$ cat src/sv/blflg_pkg.sv
package blflg_pkg;

    // Field widths of the stream words
    localparam int SAMPLE_W = 24;
    localparam int LEVEL_W  = 4;
    localparam int PCT_W    = 7;
    localparam int CFG_W    = 24;

    // Input word layout, lowest bit up
    localparam int IN_BUSY_LSB  = 0;
    localparam int IN_TOTAL_LSB = IN_BUSY_LSB + SAMPLE_W;
    localparam int IN_LEVEL_LSB = IN_TOTAL_LSB + SAMPLE_W;
    localparam int IN_TDATA_W   = ((IN_LEVEL_LSB + LEVEL_W + 7) / 8) * 8;

    // Input side-band: level-known flag
    localparam int IN_KNOWN_BIT = 0;
    localparam int IN_TUSER_W   = 1;

    // Output word layout: chosen level
    localparam int OUT_LEVEL_LSB = 0;
    localparam int OUT_TDATA_W   = ((OUT_LEVEL_LSB + LEVEL_W + 7) / 8) * 8;

    // Output side-band, lowest bit up
    localparam int OUT_DECIDED_BIT = 0;
    localparam int OUT_GOMAX_BIT   = 1;
    localparam int OUT_TUSER_W     = 2;

    // Configuration register indexes
    typedef enum logic [2:0] {
        CFG_UP_THR   = 3'd0,
        CFG_DOWN_THR = 3'd1,
        CFG_CONS     = 3'd2,
        CFG_SLOWEST  = 3'd3,
        CFG_FLOOR    = 3'd4,
        CFG_CEILING  = 3'd5
    } t_cfg_idx;

    // Register reset values
    localparam logic [PCT_W-1:0]   RST_UP_THR   = 7'd50;
    localparam logic [PCT_W-1:0]   RST_DOWN_THR = 7'd20;
    localparam logic [PCT_W-1:0]   RST_CONS     = 7'd0;
    localparam logic [LEVEL_W-1:0] RST_SLOWEST  = 4'd15;
    localparam logic [CFG_W-1:0]   RST_FLOOR    = 24'd5000;
    localparam logic [CFG_W-1:0]   RST_CEILING  = 24'd50000;

    // Percent base
    localparam int PCT = 100;

endpackage

$ cat src/sv/busy_load_frequency_level_governor.sv
// Load-threshold frequency level governor. Each input word is one poll sample
// (busy time, total time, current level, level-known flag); both times add into
// saturating TIME_WIDTH-bit accumulators, and each sample yields exactly one
// output word: no decision, go to maximum frequency, or a level one step faster,
// one step slower (capped at the slowest level) or unchanged, based on load =
// 100*busy/total against thresholds scaled by (100+conservativeness)/100.
// Accumulators clear after any decision. The block takes one sample at a time:
// a sample with no decision or a forced maximum passes S_ACC, S_CHK and S_DEC; a
// sample that needs the load also waits in S_DIV for the bit-serial divider that
// forms one quotient bit per cycle. S_DEC holds until the output register is free;
// a finished word may wait in that register while the next sample is accepted.
module busy_load_frequency_level_governor
    import blflg_pkg::*;
#(
    parameter int LEVEL_COUNT = 16,
    parameter int TIME_WIDTH  = 32
) (
    input  logic                   i_clk,
    input  logic                   i_rst_n,
    // config write port
    input  logic                   i_cfg_we,
    input  logic [2:0]             i_cfg_index,
    input  logic [CFG_W-1:0]       i_cfg_data,
    // sample stream
    input  logic                   s_axis_tvalid,
    output logic                   s_axis_tready,
    // busy_sample[23:0], total_sample[47:24], current_level[51:48]
    input  logic [IN_TDATA_W-1:0]  s_axis_tdata,
    // level_known[0]
    input  logic [IN_TUSER_W-1:0]  s_axis_tuser,
    // decision stream
    output logic                   m_axis_tvalid,
    input  logic                   m_axis_tready,
    // new_level[3:0]
    output logic [OUT_TDATA_W-1:0] m_axis_tdata,
    // decided[0], go_max[1]
    output logic [OUT_TUSER_W-1:0] m_axis_tuser
);

    localparam int TW      = TIME_WIDTH;
    localparam int DVD_W   = TW + 7;
    localparam int LVL_MAX = LEVEL_COUNT - 1;
    localparam int LOAD_W  = 10;
    localparam int THR_W   = 15;
    localparam int CMP_W   = 17;

    typedef enum logic [2:0] {S_IDLE, S_ACC, S_CHK, S_DIV, S_DEC} t_state;
    typedef enum logic [1:0] {K_NONE, K_MAX, K_LEVEL} t_kind;

    // config registers
    logic [PCT_W-1:0]   r_up_thr;
    logic [PCT_W-1:0]   r_down_thr;
    logic [PCT_W-1:0]   r_cons;
    logic [LEVEL_W-1:0] r_slowest;
    logic [CFG_W-1:0]   r_floor;
    logic [CFG_W-1:0]   r_ceiling;

    // sequencer and datapath registers
    t_state              r_state;
    t_kind               r_kind;
    logic [TW-1:0]       r_bacc;
    logic [TW-1:0]       r_tacc;
    logic [SAMPLE_W-1:0] r_busy_s;
    logic [SAMPLE_W-1:0] r_total_s;
    logic [LEVEL_W-1:0]  r_level;
    logic                r_known;
    logic [THR_W-1:0]    r_p;
    logic [THR_W-1:0]    r_q_thr;
    logic [LOAD_W-1:0]   r_load;
    logic                r_ovalid;
    logic [OUT_TDATA_W-1:0] r_odata;
    logic [OUT_TUSER_W-1:0] r_ouser;

    logic [TW:0]         w_bsum;
    logic [TW:0]         w_tsum;
    logic [7:0]          w_scale;
    logic [DVD_W-1:0]    w_dividend;
    logic                w_no_dec;
    logic                w_force_max;
    logic                w_div_start;
    logic                w_div_done;
    logic [DVD_W-1:0]    w_quot;
    logic [CMP_W-1:0]    w_l100;
    logic [CMP_W-1:0]    w_l1_100;
    logic                w_faster;
    logic                w_slower;
    logic [6:0]          w_top;
    logic [6:0]          w_inc;
    logic [LEVEL_W-1:0]  w_new_level;
    logic                w_out_free;
    logic [OUT_TDATA_W-1:0] w_odata;
    logic [OUT_TUSER_W-1:0] w_ouser;

    // saturating sums, threshold scale, dividend 100*busy
    always_comb begin
        w_bsum     = {1'b0, r_bacc} + (TW+1)'(r_busy_s);
        w_tsum     = {1'b0, r_tacc} + (TW+1)'(r_total_s);
        w_scale    = 8'(PCT) + {1'b0, r_cons};
        w_dividend = (DVD_W'(r_bacc) << 6) + (DVD_W'(r_bacc) << 5) + (DVD_W'(r_bacc) << 2);
    end

    // decision gating
    always_comb begin
        w_no_dec    = (r_total_s == '0) || (r_tacc < TW'(r_floor));
        w_force_max = !r_known || (32'(r_level) >= 32'(LEVEL_COUNT))
                      || (r_bacc > TW'(r_ceiling));
        w_div_start = (r_state == S_CHK) && !w_no_dec && !w_force_max;
    end

    // load against thresholds: load > P/100 iff 100*load > P,
    // load+1 <= Q/100 iff 100*(load+1) <= Q
    always_comb begin
        w_l100   = CMP_W'(r_load) * CMP_W'(PCT);
        w_l1_100 = (CMP_W'(r_load) + CMP_W'(1)) * CMP_W'(PCT);
        w_faster = (CMP_W'(r_p) < w_l100);
        w_slower = (w_l1_100 <= CMP_W'(r_q_thr));
        w_top    = (7'(r_slowest) > 7'(LVL_MAX)) ? 7'(LVL_MAX) : 7'(r_slowest);
        w_inc    = 7'(r_level) + 7'd1;
        if (w_faster) begin
            w_new_level = (r_level != '0) ? r_level - LEVEL_W'(1) : r_level;
        end else if (w_slower) begin
            w_new_level = (w_inc > w_top) ? LEVEL_W'(w_top) : LEVEL_W'(w_inc);
        end else begin
            w_new_level = r_level;
        end
    end

    // output word assembly
    always_comb begin
        w_odata = '0;
        w_ouser = '0;
        case (r_kind)
            K_MAX: begin
                w_ouser[OUT_DECIDED_BIT] = 1'b1;
                w_ouser[OUT_GOMAX_BIT]   = 1'b1;
            end
            K_LEVEL: begin
                w_ouser[OUT_DECIDED_BIT] = 1'b1;
                w_odata[OUT_LEVEL_LSB +: LEVEL_W] = w_new_level;
            end
            default: begin
                w_odata = '0;
                w_ouser = '0;
            end
        endcase
        w_out_free = !r_ovalid || m_axis_tready;
    end

    blflg_div #(
        .DIVIDEND_W (DVD_W),
        .DIVISOR_W  (TW)
    ) u_div (
        .i_clk      (i_clk),
        .i_rst_n    (i_rst_n),
        .i_start    (w_div_start),
        .i_dividend (w_dividend),
        .i_divisor  (r_tacc),
        .o_done     (w_div_done),
        .o_quotient (w_quot)
    );

    // config writes
    always_ff @(posedge i_clk) begin
        if (!i_rst_n) begin
            r_up_thr   <= RST_UP_THR;
            r_down_thr <= RST_DOWN_THR;
            r_cons     <= RST_CONS;
            r_slowest  <= RST_SLOWEST;
            r_floor    <= RST_FLOOR;
            r_ceiling  <= RST_CEILING;
        end else if (i_cfg_we) begin
            unique case (i_cfg_index)
                CFG_UP_THR:   r_up_thr   <= i_cfg_data[PCT_W-1:0];
                CFG_DOWN_THR: r_down_thr <= i_cfg_data[PCT_W-1:0];
                CFG_CONS:     r_cons     <= i_cfg_data[PCT_W-1:0];
                CFG_SLOWEST:  r_slowest  <= i_cfg_data[LEVEL_W-1:0];
                CFG_FLOOR:    r_floor    <= i_cfg_data;
                CFG_CEILING:  r_ceiling  <= i_cfg_data;
                default: ;
            endcase
        end
    end

    // sequencer, accumulators and output register
    always_ff @(posedge i_clk) begin
        if (!i_rst_n) begin
            r_state  <= S_IDLE;
            r_kind   <= K_NONE;
            r_bacc   <= '0;
            r_tacc   <= '0;
            r_ovalid <= 1'b0;
        end else begin
            // S_DEC reloads the output register itself
            if (r_ovalid && m_axis_tready && (r_state != S_DEC)) begin
                r_ovalid <= 1'b0;
            end
            unique case (r_state)
                S_IDLE: begin
                    if (s_axis_tvalid) begin
                        r_busy_s  <= s_axis_tdata[IN_BUSY_LSB +: SAMPLE_W];
                        r_total_s <= s_axis_tdata[IN_TOTAL_LSB +: SAMPLE_W];
                        r_level   <= s_axis_tdata[IN_LEVEL_LSB +: LEVEL_W];
                        r_known   <= s_axis_tuser[IN_KNOWN_BIT];
                        r_state   <= S_ACC;
                    end
                end
                S_ACC: begin
                    r_bacc  <= w_bsum[TW] ? '1 : w_bsum[TW-1:0];
                    r_tacc  <= w_tsum[TW] ? '1 : w_tsum[TW-1:0];
                    r_p     <= THR_W'(r_up_thr) * THR_W'(w_scale);
                    r_q_thr <= THR_W'(r_down_thr) * THR_W'(w_scale);
                    r_state <= S_CHK;
                end
                S_CHK: begin
                    if (w_no_dec) begin
                        r_kind  <= K_NONE;
                        r_state <= S_DEC;
                    end else if (w_force_max) begin
                        r_kind  <= K_MAX;
                        r_state <= S_DEC;
                    end else begin
                        r_kind  <= K_LEVEL;
                        r_state <= S_DIV;
                    end
                end
                S_DIV: begin
                    if (w_div_done) begin
                        // clamp: any load of 512 or more beats every threshold
                        r_load  <= (|w_quot[DVD_W-1:LOAD_W-1]) ? LOAD_W'(512)
                                   : {1'b0, w_quot[LOAD_W-2:0]};
                        r_state <= S_DEC;
                    end
                end
                S_DEC: begin
                    if (w_out_free) begin
                        r_odata  <= w_odata;
                        r_ouser  <= w_ouser;
                        r_ovalid <= 1'b1;
                        if (r_kind != K_NONE) begin
                            r_bacc <= '0;
                            r_tacc <= '0;
                        end
                        r_state <= S_IDLE;
                    end
                end
                default: r_state <= S_IDLE;
            endcase
        end
    end

    assign s_axis_tready = (r_state == S_IDLE);
    assign m_axis_tvalid = r_ovalid;
    assign m_axis_tdata  = r_odata;
    assign m_axis_tuser  = r_ouser;

endmodule

$ cat src/sv/blflg_div.sv
// Restoring divider, one quotient bit per cycle
module blflg_div
    import blflg_pkg::*;
#(
    parameter int DIVIDEND_W = 39,
    parameter int DIVISOR_W  = 32
) (
    input  logic                  i_clk,
    input  logic                  i_rst_n,
    input  logic                  i_start,
    input  logic [DIVIDEND_W-1:0] i_dividend,
    input  logic [DIVISOR_W-1:0]  i_divisor,
    output logic                  o_done,
    output logic [DIVIDEND_W-1:0] o_quotient
);

    localparam int CNT_W = $clog2(DIVIDEND_W + 1);

    logic                  r_busy;
    logic                  r_done;
    logic [CNT_W-1:0]      r_cnt;
    logic [DIVIDEND_W-1:0] r_q;
    logic [DIVISOR_W-1:0]  r_rem;
    logic [DIVISOR_W-1:0]  r_dvs;

    logic [DIVISOR_W:0]    w_shift;
    logic [DIVISOR_W:0]    w_diff;
    logic                  w_fits;

    // Shift in the next dividend bit and trial-subtract
    always_comb begin
        w_shift = {r_rem, r_q[DIVIDEND_W-1]};
        w_diff  = w_shift - {1'b0, r_dvs};
        w_fits  = (w_shift >= {1'b0, r_dvs});
    end

    always_ff @(posedge i_clk) begin
        if (!i_rst_n) begin
            r_busy <= 1'b0;
            r_done <= 1'b0;
            r_cnt  <= '0;
        end else if (i_start) begin
            r_busy <= 1'b1;
            r_done <= 1'b0;
            r_cnt  <= CNT_W'(DIVIDEND_W);
            r_q    <= i_dividend;
            r_rem  <= '0;
            r_dvs  <= i_divisor;
        end else if (r_busy) begin
            r_cnt <= r_cnt - CNT_W'(1);
            if (w_fits) begin
                r_rem <= w_diff[DIVISOR_W-1:0];
                r_q   <= {r_q[DIVIDEND_W-2:0], 1'b1};
            end else begin
                r_rem <= w_shift[DIVISOR_W-1:0];
                r_q   <= {r_q[DIVIDEND_W-2:0], 1'b0};
            end
            if (r_cnt == CNT_W'(1)) begin
                r_busy <= 1'b0;
                r_done <= 1'b1;
            end
        end else begin
            r_done <= 1'b0;
        end
    end

    assign o_done     = r_done;
    assign o_quotient = r_q;

endmodule

$ cat config.mk
export PLATFORM = sky130hd
export DESIGN_NAME = busy_load_frequency_level_governor
export DESIGN_NICKNAME = d
export VERILOG_FILES = /design/src/sv/blflg_pkg.sv /design/src/sv/busy_load_frequency_level_governor.sv /design/src/sv/blflg_div.sv
export SDC_FILE = /design/constraint.sdc
export NUM_CORES = 1
export LEC_CHECK = 0
export BUFFER_PORTS_ARGS = -buffer_cell sky130_fd_sc_hd__buf_2
export CAP_MARGIN = 10
export CORE_MARGIN = 2
export CORE_UTILIZATION = 45
export CTS_CLUSTER_DIAMETER = 200
export CTS_CLUSTER_SIZE = 14
export DETAILED_ROUTE_END_ITERATION = 16
export PLACE_DENSITY_LB_ADDON = 0.2
export SYNTH_ARGS = -nofsm -noshare
export SYNTH_HDL_FRONTEND = slang
export SYNTH_SLANG_ARGS = --single-unit
$ cat constraint.sdc
create_clock -name i_clk -period 9.74 [get_ports i_clk]
set_input_delay 1.461 -clock i_clk [delete_from_list [all_inputs] [get_ports i_clk]]
set_output_delay 1.461 -clock i_clk [all_outputs]
set_load 0.01 [all_outputs]
==> qor.yml, run 1 <==
numCtsBuffers: 29
synthFlopType: "edfxtp_1"
synth.distinct_cells: 95
vias_per_cell: 5.53
cts_tree: "built"
dp_cells: 3621
setup_tns_ns: 0
hold_ws_ns: 0.456
reg2reg_depth: 23
whs_path_depth: 2
wl_per_cell_um: 17.7
worstPathArrival_ns: 6.49
endpoint: "m_axis_tdata[0]"
drc: 0
peakVddDrop_mv: 0.134
htree_levels: 1
clock_latency_ns: 0.60
cp_common_cell: "ha_1"
die_w_um: 248
fin_area_um2: 28800
tightest_slew_ns: 1.03
syn_area_um2: 26700
cp_max_fo: 9
hpwl_um: 49600
nets: 3412
hold_viol_final: 0
worstSetupPathType: "register to register"
synthToLayoutAreaGrowth_pct: 7.60
synth_top_area_cell: "edfxtp_1"
synth_edf_count: 200
synth-seq-cells: 351
drtPass1Iterations: 5
drive_gt1_frac: 0.0675
path_cells: "ha_1 -> xor2_1 -> ha_1 -> ha_1 -> inv_1 -> fa_1 -> inv_1 -> ha_1 -> a21o_1 -> a21oi_1 -> o21bai_1 -> a2111oi_2 -> nor2_1 -> xor2_1 -> ha_1 -> nand2_1 -> nor3_1 -> nand4_1 -> nor3_1 -> o2111a_1 -> nand2_1 -> a211oi_1 -> o41ai_1"
max_stage_delay_ns: 0.56
setup_viol: 0
final_antenna_net_count: 0
drv_slew: 0
final.period_utilization: 0.631
rsz0062_at_grt: "false"
yosys.area.top_type_share: 0.225
synth-async-reset-ratio: 0
overflow: 0
vias: 20300
rows: 89
p_leak_nw: 13.1
root_buffer: "clkbuf_16"
post_dp_cell_area_um2: 27900
yosysSeqAreaShare: 0.338
finalPower_w: 0.00350
critPathLaunch: "r_load[0]"
io_pins: 101
grt_pass1_vias: 20200
fmax_mhz: 163
status: "completed"
cts_setup_buffers: 0
clock_skew_ns: 0.0207
yosysWarnings: 0
coreArea_um2: 58900
cts.path.max_buffers: 3
hold_buffers: 0
start_util: 0.454
layout_min_cycle_time_ns: 6.15
cpMaxStageDelayCell: "edfxtp_1"
dr.first_iter.drc_count: 1075
grt_antenna_before_repair: 2
crit_required_ns: 10.08
grt_first_pass_wirelength_um: 106000
clock-sinks: 351
die_area_um2: 61400
yosys-top-cells-area: "edfxtp_1, ha_1, dfxtp_1"
io_buffers: 92
ff2ff_setup_slack_ns: 3.59
gp_congestion: 0.886
postSynthAreaPerCell_um2: 9.45
cp.depth: 23
power_density_nw_per_um2: 122
clk_pin_slew_ns: 0.08
fin_cells: 3677
grtUsageTotal: 0.213
start_kind: "register"
holdCritPathClass: "register to register"
critPathBufInv: 2
max_slew_margin: 0.304
reg2reg_to: "m_axis_tdata[0]"
cts_resized: 0
wirelength_um: 65000
die_y_um: 248
grt_max_degree: 77
drv_cap: 0
r2r-start: "r_load[0]"
crit_path_end_kind: "register"
crit_family: "adder cells"
syn_inst: 2829
## per-stage QoR
step	worst slack, ns	utilization
detailed placement	3.68	0.474
floorplan	3.58	-
global route	3.23	0.488
finish	3.59	0.488
global placement	3.78	0.474
CTS	3.67	0.488
## cell families after synthesis
group	after synthesis	synth area share
flops	351	0.338
buf+inv	372	0.0555
simple gates	819	0.145
other cells	1	0.000140
mux	30	0.0114
fa+ha+maj	444	0.236
xor+xnor	147	0.0482
compound gates	665	0.166
## worst reg2reg max path, stage by stage (launching register included)
cell and delay (ns):
edfxtp_1 0.56, ha_1 0.34, xor2_1 0.32, ha_1 0.31, ha_1 0.29, inv_1 0.05
fa_1 0.49, inv_1 0.04, ha_1 0.33, a21o_1 0.20, a21oi_1 0.21, o21bai_1 0.13
a2111oi_2 0.49, nor2_1 0.11, xor2_1 0.16, ha_1 0.29, nand2_1 0.10, nor3_1 0.17
nand4_1 0.12, nor3_1 0.22, o2111a_1 0.30, nand2_1 0.19, a211oi_1 0.36, o41ai_1 0.13
## state kept, by name, indices dropped and copies added, names as in the netlist, 2 cells and up
signal,cells
m_axis_tdata,4
m_axis_tuser,2
r_bacc,32
r_busy_s,24
r_ceiling,24
r_cons,7
r_down_thr,7
r_floor,24
r_kind,2
r_level,4
r_load,10
r_p,13
r_q_thr,15
r_slowest,4
r_state,3
r_tacc,32
r_total_s,24
r_up_thr,7
u_div.o_quotient,39
u_div.r_cnt,6
u_div.r_dvs,32
u_div.r_rem,32
## worst min path at each step
stage | slack [ns] | startpoint | to
floorplan | 0.44 | r_ceiling[10] | r_ceiling[10]
global placement | 0.44 | r_ceiling[5] | r_ceiling[5]
detailed placement | 0.45 | r_floor[14] | r_floor[14]
CTS | 0.46 | r_floor[14] | r_floor[14]
global route | 0.48 | r_floor[21] | r_floor[21]
finish | 0.46 | r_ceiling[16] | r_ceiling[16]
## synth_stat cells (29+ instances only)
library cell / n
clkbuf_1: 57
a21o_1: 75
xnor2_1: 87
nand2_1: 381
dfxtp_1: 151
a21oi_1: 208
inv_1: 281
fa_1: 101
and2_1: 59
nor2b_1: 34
edfxtp_1: 200
nor2_1: 116
nand3_1: 54
o21ai_0: 113
o21a_1: 32
nand2b_1: 32
a22oi_1: 29
nor3_1: 30
o211ai_1: 43
ha_1: 343
xor2_1: 60
## power by group
| part | internal (W) | switching [W] |
|---|---|---|
| sequential | 0.00163 | 0.0000738 |
| clock | 0.000566 | 0.000562 |
| combinational | 0.000277 | 0.000393 |
| total | 0.00247 | 0.00103 |
## routing by layer
metal	GRT usage	share of wire	up-vias
met1	0.301	0.48	9797
met3	0.0194	0.039	70
met2	0.358	0.46	381
li1	-	-	10100
met4	0.0395	0.017	0
met5	0	0	-
## layout make-up
type	instances	area, um2
Clock inverter	2	36.3
Tap cell	773	967
Antenna cell	2	5.00
Timing Repair Buffer	107	573
Fill cell	5459	30200
Inverter	281	1050
Sequential cell	351	9030
Clock buffer	52	812
Multi-Input combinational cell	2109	16300
## placed cells by master, fill, tap and decap left out, types with 6 or more instances in the layout
cell type,instances
a2111oi_0,7
a211oi_1,13
a21o_1,75
a21oi_1,207
a21oi_2,6
a22oi_1,29
a31o_2,6
a31oi_1,11
and2_1,59
and3_1,14
and4_1,6
buf_2,92
buf_4,15
clkbuf_1,23
clkbuf_16,29
dfxtp_1,151
edfxtp_1,200
fa_1,101
ha_1,343
inv_1,279
mux2i_1,27
nand2_1,381
nand2b_1,32
nand3_1,54
nand4_1,27
nor2_1,113
nor2b_1,33
nor3_1,29
nor4_1,24
o211ai_1,43
o21a_1,32
o21ai_0,113
o21ai_1,6
o21bai_1,21
o31a_1,9
o31ai_1,9
or3_1,11
xnor2_1,87
xor2_1,60
Power figures use the tool's default switching activity.
==> inputs of run 2 (changes only) <==
Clock period 9.74 ns to 5.2 ns, I/O delays scaled along.
==> run 2 against run 1 <==
  * The run now ends with negative setup slack left
  * Worst hold slack got worse by 0.12 ns
  * Sequential share of layout area fell by 0.94 points
  * Global-route usage rose by 0.14 points
  * Register-to-register slack lost 3.6 ns
  * Die area unchanged
  * Count of clock-buffer cells in the layout down 1
  * Wire length up 1.2%
  * Core utilization increased by 1.5 points
  * Critical path depth grew 1
  * Highest routed layer unchanged
==> qor.yml, run 2 (synthesis results as in run 1) <==
status: "finished with violations"
violations: "negative setup slack"
coreArea_um2: 58900  # unchanged
worstSetupPathType: "register to register"
cp_max_fo: 3  # -6
place_ws_ns: -0.276  # -3.96 ns
reg2reg_depth: 24  # +4.3%
grt_first_pass_wirelength_um: 106000  # +0.57%
crit_required_ns: 5.55  # -4.53 ns
die_w_um: 248  # unchanged
io_buffers: 92  # unchanged
worst_hold_path.endpoint: "r_busy_s[8]"
rows: 89  # unchanged
grtUsageTotal: 0.215  # +0.00138
setup_tns_ns: -0.0507  # -0.0507 ns
drtPass1Iterations: 5  # unchanged
grt_pass1_vias: 20500  # +1.2%
overflow: 0  # unchanged
root_buffer: "clkbuf_16"
post_dp_cell_area_um2: 28300  # +1.5%
finalPower_w: 0.00659  # +88%
power_density_nw_per_um2: 222  # +82%
synthToLayoutAreaGrowth_pct: 11.0
htree_levels: 1  # unchanged
largest_reg_flops: 39  # unchanged
antenna_cells: 0  # -2
holdCritPathClass: "input pin to register"
final_common_cell: "nand2_1"
vias: 20500  # +0.96%
dr.first_iter.drc_count: 1104  # +2.7%
cp_common_cell: "ha_1"
postLayoutSetupSlackWorst_ns: -0.0507  # -3.64 ns
layout_min_cycle_time_ns: 5.25  # -0.897 ns
die_y_um: 248  # unchanged
final_antenna_net_count: 0  # unchanged
max_stage_delay_ns: 0.49  # -0.07 ns
hold_viol_final: 0  # unchanged
wirelength_um: 65800  # +1.2%
rsz0062_at_grt: "true"
io_pins: 101  # unchanged
reg2reg_to: "m_axis_tdata[2]"
grt_max_degree: 77  # unchanged
r2r-start: "r_load[1]"
start_kind: "register"
hpwl_um: 50200  # +1.1%
drv_cap: 0  # unchanged
dp_cells: 3674  # +1.5%
clk_pin_slew_ns: 0.08  # about the same
cpMaxStageDelayCell: "fa_1"
clock-sinks: 351  # unchanged
cts.path.max_buffers: 3  # unchanged
clock_skew_ns: 0.0385  # +0.0178 ns
vias_per_cell: 5.48  # -0.84%
die_area_um2: 61400  # unchanged
max_slew_margin: 0.317  # +0.0130
critPathBufInv: 4  # +2
final.period_utilization: 1.01  # +0.379
drv_slew: 0  # unchanged
hold_buffers: 0  # unchanged
fin_cells: 3744  # +1.8%
fmax_mhz: 190  # +17%
drc: 0  # unchanged
grt_antenna_before_repair: 0  # -2
clock_latency_ns: 0.61  # about the same
whs_path_depth: 1  # -1
tightest_slew_ns: 1.02  # -0.0111 ns
path_cells: "ha_2 -> nand2_2 -> xnor2_2 -> ha_1 -> ha_1 -> inv_1 -> fa_1 -> inv_2 -> ha_4 -> a21o_1 -> a21oi_4 -> o21bai_4 -> a2111oi_4 -> nor2_1 -> xor2_1 -> ha_1 -> buf_4 -> buf_4 -> a21oi_1 -> o21a_1 -> o2111a_2 -> o2111ai_2 -> a211o_1 -> and3_1"
numCtsBuffers: 29  # unchanged
drive_gt1_frac: 0.105  # +0.0378
fin_area_um2: 29700  # +3.1%
start_util: 0.454  # unchanged
worstPathArrival_ns: 5.60  # -0.89 ns
ff2ff_setup_slack_ns: -0.05  # -3.64 ns
mostFrequentLayoutCells: "nand2_1, ha_1, inv_1"
crit_path_end_kind: "register"
crit_family: "compound AO/OA/AOI/OAI gates"
nets: 3482  # +2.1%
peakVddDrop_mv: 0.290  # +120%
hold_start: "s_axis_tdata[8]"
p_leak_nw: 13.5  # +3.1%
wl_per_cell_um: 17.6  # -0.59%
fillers: 5467  # +0.15%
cts_tree: "built"
gp_congestion: 0.903  # +1.9%
setup_viol: 1  # +1
-- run 2: metal layers --
metal  track usage  up-vias  wire, um
li1              -    10200         -
met1         0.305     9763     31400
met2         0.347      462     29500
met3        0.0260       93      3300
met4        0.0557        0      1640
met5             0        -         0
-- run 2: stage by stage --
step	hold WS [ns]	util
4_1_cts	0.303	0.499
6_report	0.338	0.503
3_3_place_gp	0.444	0.481
5_1_grt	0.309	0.503
3_5_place_dp	0.447	0.481
2_1_floorplan	0.436	-
-- run 2: worst max path at each step --
| stage | from | end | slack (ns) | depth (start not counted) |
|---|---|---|---|---|
| 3_3_place_gp | r_load[1] | m_axis_tdata[2] | -0.20 | 24 |
| 5_1_grt | r_load[1] | m_axis_tdata[2] | -0.25 | 25 |
| 3_5_place_dp | r_load[1] | m_axis_tdata[1] | -0.28 | 25 |
| 2_1_floorplan | r_load[2] | m_axis_tdata[2] | 0.04 | 24 |
| 6_report | r_load[1] | m_axis_tdata[2] | -0.05 | 24 |
| 4_1_cts | r_load[1] | m_axis_tdata[2] | 0.0002 | 22 |
-- run 2: cell type report --
type                            count  area, um2  share of cell area
Inverter                          281       1050              0.0356
Sequential cell                   351       9030               0.305
Timing Repair Buffer              177       1130              0.0381
Multi-Input combinational cell   2109      16600               0.561
Clock buffer                       51        808              0.0273
Clock inverter                      2       36.3             0.00122
Tap cell                          773        967              0.0326
-- run 2: what timing repair did --
item                       CTS  global route
resized for setup           34            33
gates cloned                 0             0
hold endpoints to repair     0             0
pin swaps                   25            17
setup endpoints to repair    5            10
buffers inserted             8             9
-- run 2: where the power goes --
group | total, W | switching, W | internal [W]
combinational | 0.00128 | 0.000743 | 0.000533
sequential | 0.00319 | 0.000137 | 0.00305
clock | 0.00212 | 0.00106 | 0.00106
total | 0.00659 | 0.00194 | 0.00464
-- run 2: worst reg2reg max path, stage by stage, from the launching register on --
cell       delay [ns]
edfxtp_1         0.48
ha_2             0.24
nand2_2          0.07
xnor2_2          0.12
ha_1             0.26
ha_1             0.28
inv_1            0.05
fa_1             0.49
inv_2            0.05
ha_4             0.21
a21o_1           0.18
a21oi_4          0.19
o21bai_4         0.10
a2111oi_4        0.38
nor2_1           0.09
xor2_1           0.15
ha_1             0.31
buf_4            0.14
buf_4            0.11
a21oi_1          0.13
o21a_1           0.13
o2111a_2         0.28
o2111ai_2        0.14
a211o_1          0.29
and3_1           0.16
==> inputs of run 3 (changes only) <==
Settings changed: ABC_AREA set to 1, CORE_UTILIZATION 45 to 40, SLEW_MARGIN set to 20.
==> run 3 against run 2 <==
  * The flow now finishes without violations
  * Combinational power rose to 4.0 times the previous value
  * Wire length up 21%
  * Maximum frequency up 8.0%
  * Via count up 18%
  * Clock skew down 0.0095 ns
  * Worst hold slack better by 0.0032 ns
  * Design area up 5.5%
  * Flip-flop and latch count unchanged
  * First-iteration DRC count up 41%
  * Critical path type unchanged
  * Critical endpoint is now r_q_thr[14]
==> qor.yml, run 3 <==
crit_path_end_kind: "register"
cts.path.max_buffers: 3  # unchanged
fmax_mhz: 206  # +8.0%
rsz0062_at_grt: "false"
setup_viol: 0  # -1
grt_max_degree: 76  # -1.3%
status: "completed"
ff2ff_setup_slack_ns: 0.34  # +0.39 ns
finalPower_w: 0.0112  # +70%
max_slew_margin: 0.278  # -0.0386
synthFlopType: "edfxtp_1"
nets: 4317  # +24%
start_kind: "register"
io_buffers: 92  # unchanged
final.period_utilization: 0.935  # -0.0751
tightest_slew_ns: 1.08  # +0.0577 ns
dr.first_iter.drc_count: 1553  # +41%
p_leak_nw: 15.0  # +11%
grt_first_pass_wirelength_um: 127000  # +20%
antenna_cells: 0  # unchanged
gp_congestion: 0.995  # +10%
io_pins: 101  # unchanged
wirelength_um: 79400  # +21%
grt_pass1_vias: 23300  # +14%
hpwl_um: 62700  # +25%
met2_length_um: 35600  # +21%
fin_util: 0.438  # -0.0657
clock-sinks: 351  # unchanged
numCtsBuffers: 29  # unchanged
clock_latency_ns: 0.61  # about the same
die_area_um2: 74500  # +21%
drc: 0  # unchanged
drive_gt1_frac: 0.0581  # -0.0473
drv_slew: 0  # unchanged
peakVddDrop_mv: 0.311  # +7.5%
syn_inst: 3707  # +31%
yosysSeqAreaShare: 0.312  # -0.0256
final_antenna_net_count: 0  # unchanged
routed-wl-met3_um: 3330  # +0.97%
clk_pin_slew_ns: 0.08  # about the same
synth-seq-cells: 351  # unchanged
overflow: 0  # unchanged
holdCritPathClass: "input pin to register"
synth.distinct_cells: 56  # -41%
crit_required_ns: 5.55  # about the same
grt_antenna_before_repair: 0  # unchanged
largest_reg_flops: 39  # unchanged
synth-async-reset-ratio: 0  # unchanged
m1WireLength_um: 38500  # +23%
cts_tree: "built"
wl_per_cell_um: 16.7  # -5.0%
power_density_nw_per_um2: 358  # +61%
cp_max_fo: 14  # +11
drv_cap: 0  # unchanged
coreArea_um2: 71500  # +21%
hold_buffers: 0  # unchanged
root_buffer: "clkbuf_16"
worstSetupPathType: "register to register"
yosys.cell_count.top_type: "nand2_1"
synth_edf_count: 200  # unchanged
yosysWarnings: 0  # unchanged
vias: 24200  # +18%
syn_area_um2: 28900  # +8.2%
htree_levels: 1  # unchanged
final_common_cell: "nand2_1"
die_w_um: 273  # +10%
setup_tns_ns: 0  # +0.0507 ns
postSynthAreaPerCell_um2: 7.80  # -17%
synth_common_cells: "nand2_1, inv_1, ha_1"
hold_viol_final: 0  # unchanged
mostFrequentLayoutCells: "nand2_1, inv_1, ha_1"
drtPass1Iterations: 8  # +3
synthToLayoutAreaGrowth_pct: 8.19
worstPathArrival_ns: 5.21  # -0.39 ns
rows: 98  # +10%
vias_per_cell: 5.09  # -7.0%
clock_skew_ns: 0.0290  # -0.00947 ns
yosys.area.top_type_share: 0.208  # -0.0171
synth_top_area_cell: "edfxtp_1"
start_util: 0.405  # -0.0491
layout_min_cycle_time_ns: 4.86  # -0.390 ns
top_layer_used: "met4"
grtUsageTotal: 0.213  # -0.00200
die_y_um: 273  # +10%
yosys-top-cells-area: "edfxtp_1, ha_1, nand2_1"
run 3: path summary, 6_finish.rpt:
check,start,end,cells after the start
worst max-delay path,r_cons[3],r_q_thr[14],16
worst min-delay path,s_axis_tdata[22],r_busy_s[22],1
worst max register to register,r_cons[3],r_q_thr[14],16
worst min register to register,r_ceiling[23],r_ceiling[23],2
run 3: what timing repair did:
action | CTS | global route
gates resized for setup | 0 | 8
setup buffers | 0 | 2
setup endpoints to repair | 0 | 7
run 3: worst max-delay path, cell delays in order, from the launching register on:
cell     delay (ns)
dfxtp_1        0.34
ha_1           0.65
nand2_1        0.17
fa_1           0.55
inv_1          0.05
fa_1           0.46
fa_1           0.52
fa_1           0.49
ha_1           0.39
inv_1          0.07
nor3_1         0.17
a21oi_1        0.14
o21ai_0        0.26
nand2_1        0.08
nand2_1        0.06
a21oi_1        0.06
xor2_1         0.14
run 3: cell type report:
| class | instances | area [um2] |
|---|---|---|
| flip-flops and latches | 351 | 9030 |
| inverters | 550 | 2070 |
| multi-input cells | 2728 | 17500 |
| clock inverters | 2 | 25.0 |
| repair buffers | 124 | 716 |
| well taps | 950 | 1190 |
| clock buffers | 51 | 808 |
| fillers | 7290 | 40200 |
run 3: through the flow:
stage                     std cells  cell area [um2]  setup slack (ns)  hold slack (ns)
after floorplan                3710            28900             0.501            0.403
after global placement         4701            30400             0.238            0.451
after detailed placement       4701            30400             0.221            0.454
after CTS                      4754            31200             0.200            0.302
after global routing           4756            31300           0.00172            0.310
final                          4756            31300             0.340            0.341
run 3: report_power, final:
| part | leakage (nW) | total, W | switching (W) | internal (W) |
|---|---|---|---|---|
| Clock | 0.395 | 0.00213 | 0.00108 | 0.00105 |
| Combinational | 11.5 | 0.00512 | 0.00331 | 0.00181 |
| Sequential | 3.07 | 0.00394 | 0.000516 | 0.00343 |
| Total | 15.0 | 0.0112 | 0.00490 | 0.00629 |
run 3: cells by family after synthesis:
logic type,Yosys count,share of synthesized area
compound gates,658,0.127
xor+xnor,134,0.0406
fa+ha+maj,444,0.218
buf+inv,631,0.0869
flops,351,0.312
other cells,1,0.000130
simple gates,1488,0.215
run 3: routing by layer:
metal / GRT usage / vias to the layer above
met1: 0.303 / 11300
met4: 0.0523 / 0
met3: 0.0170 / 102
met5: 0 / -
li1: - / 12400
met2: 0.349 / 463
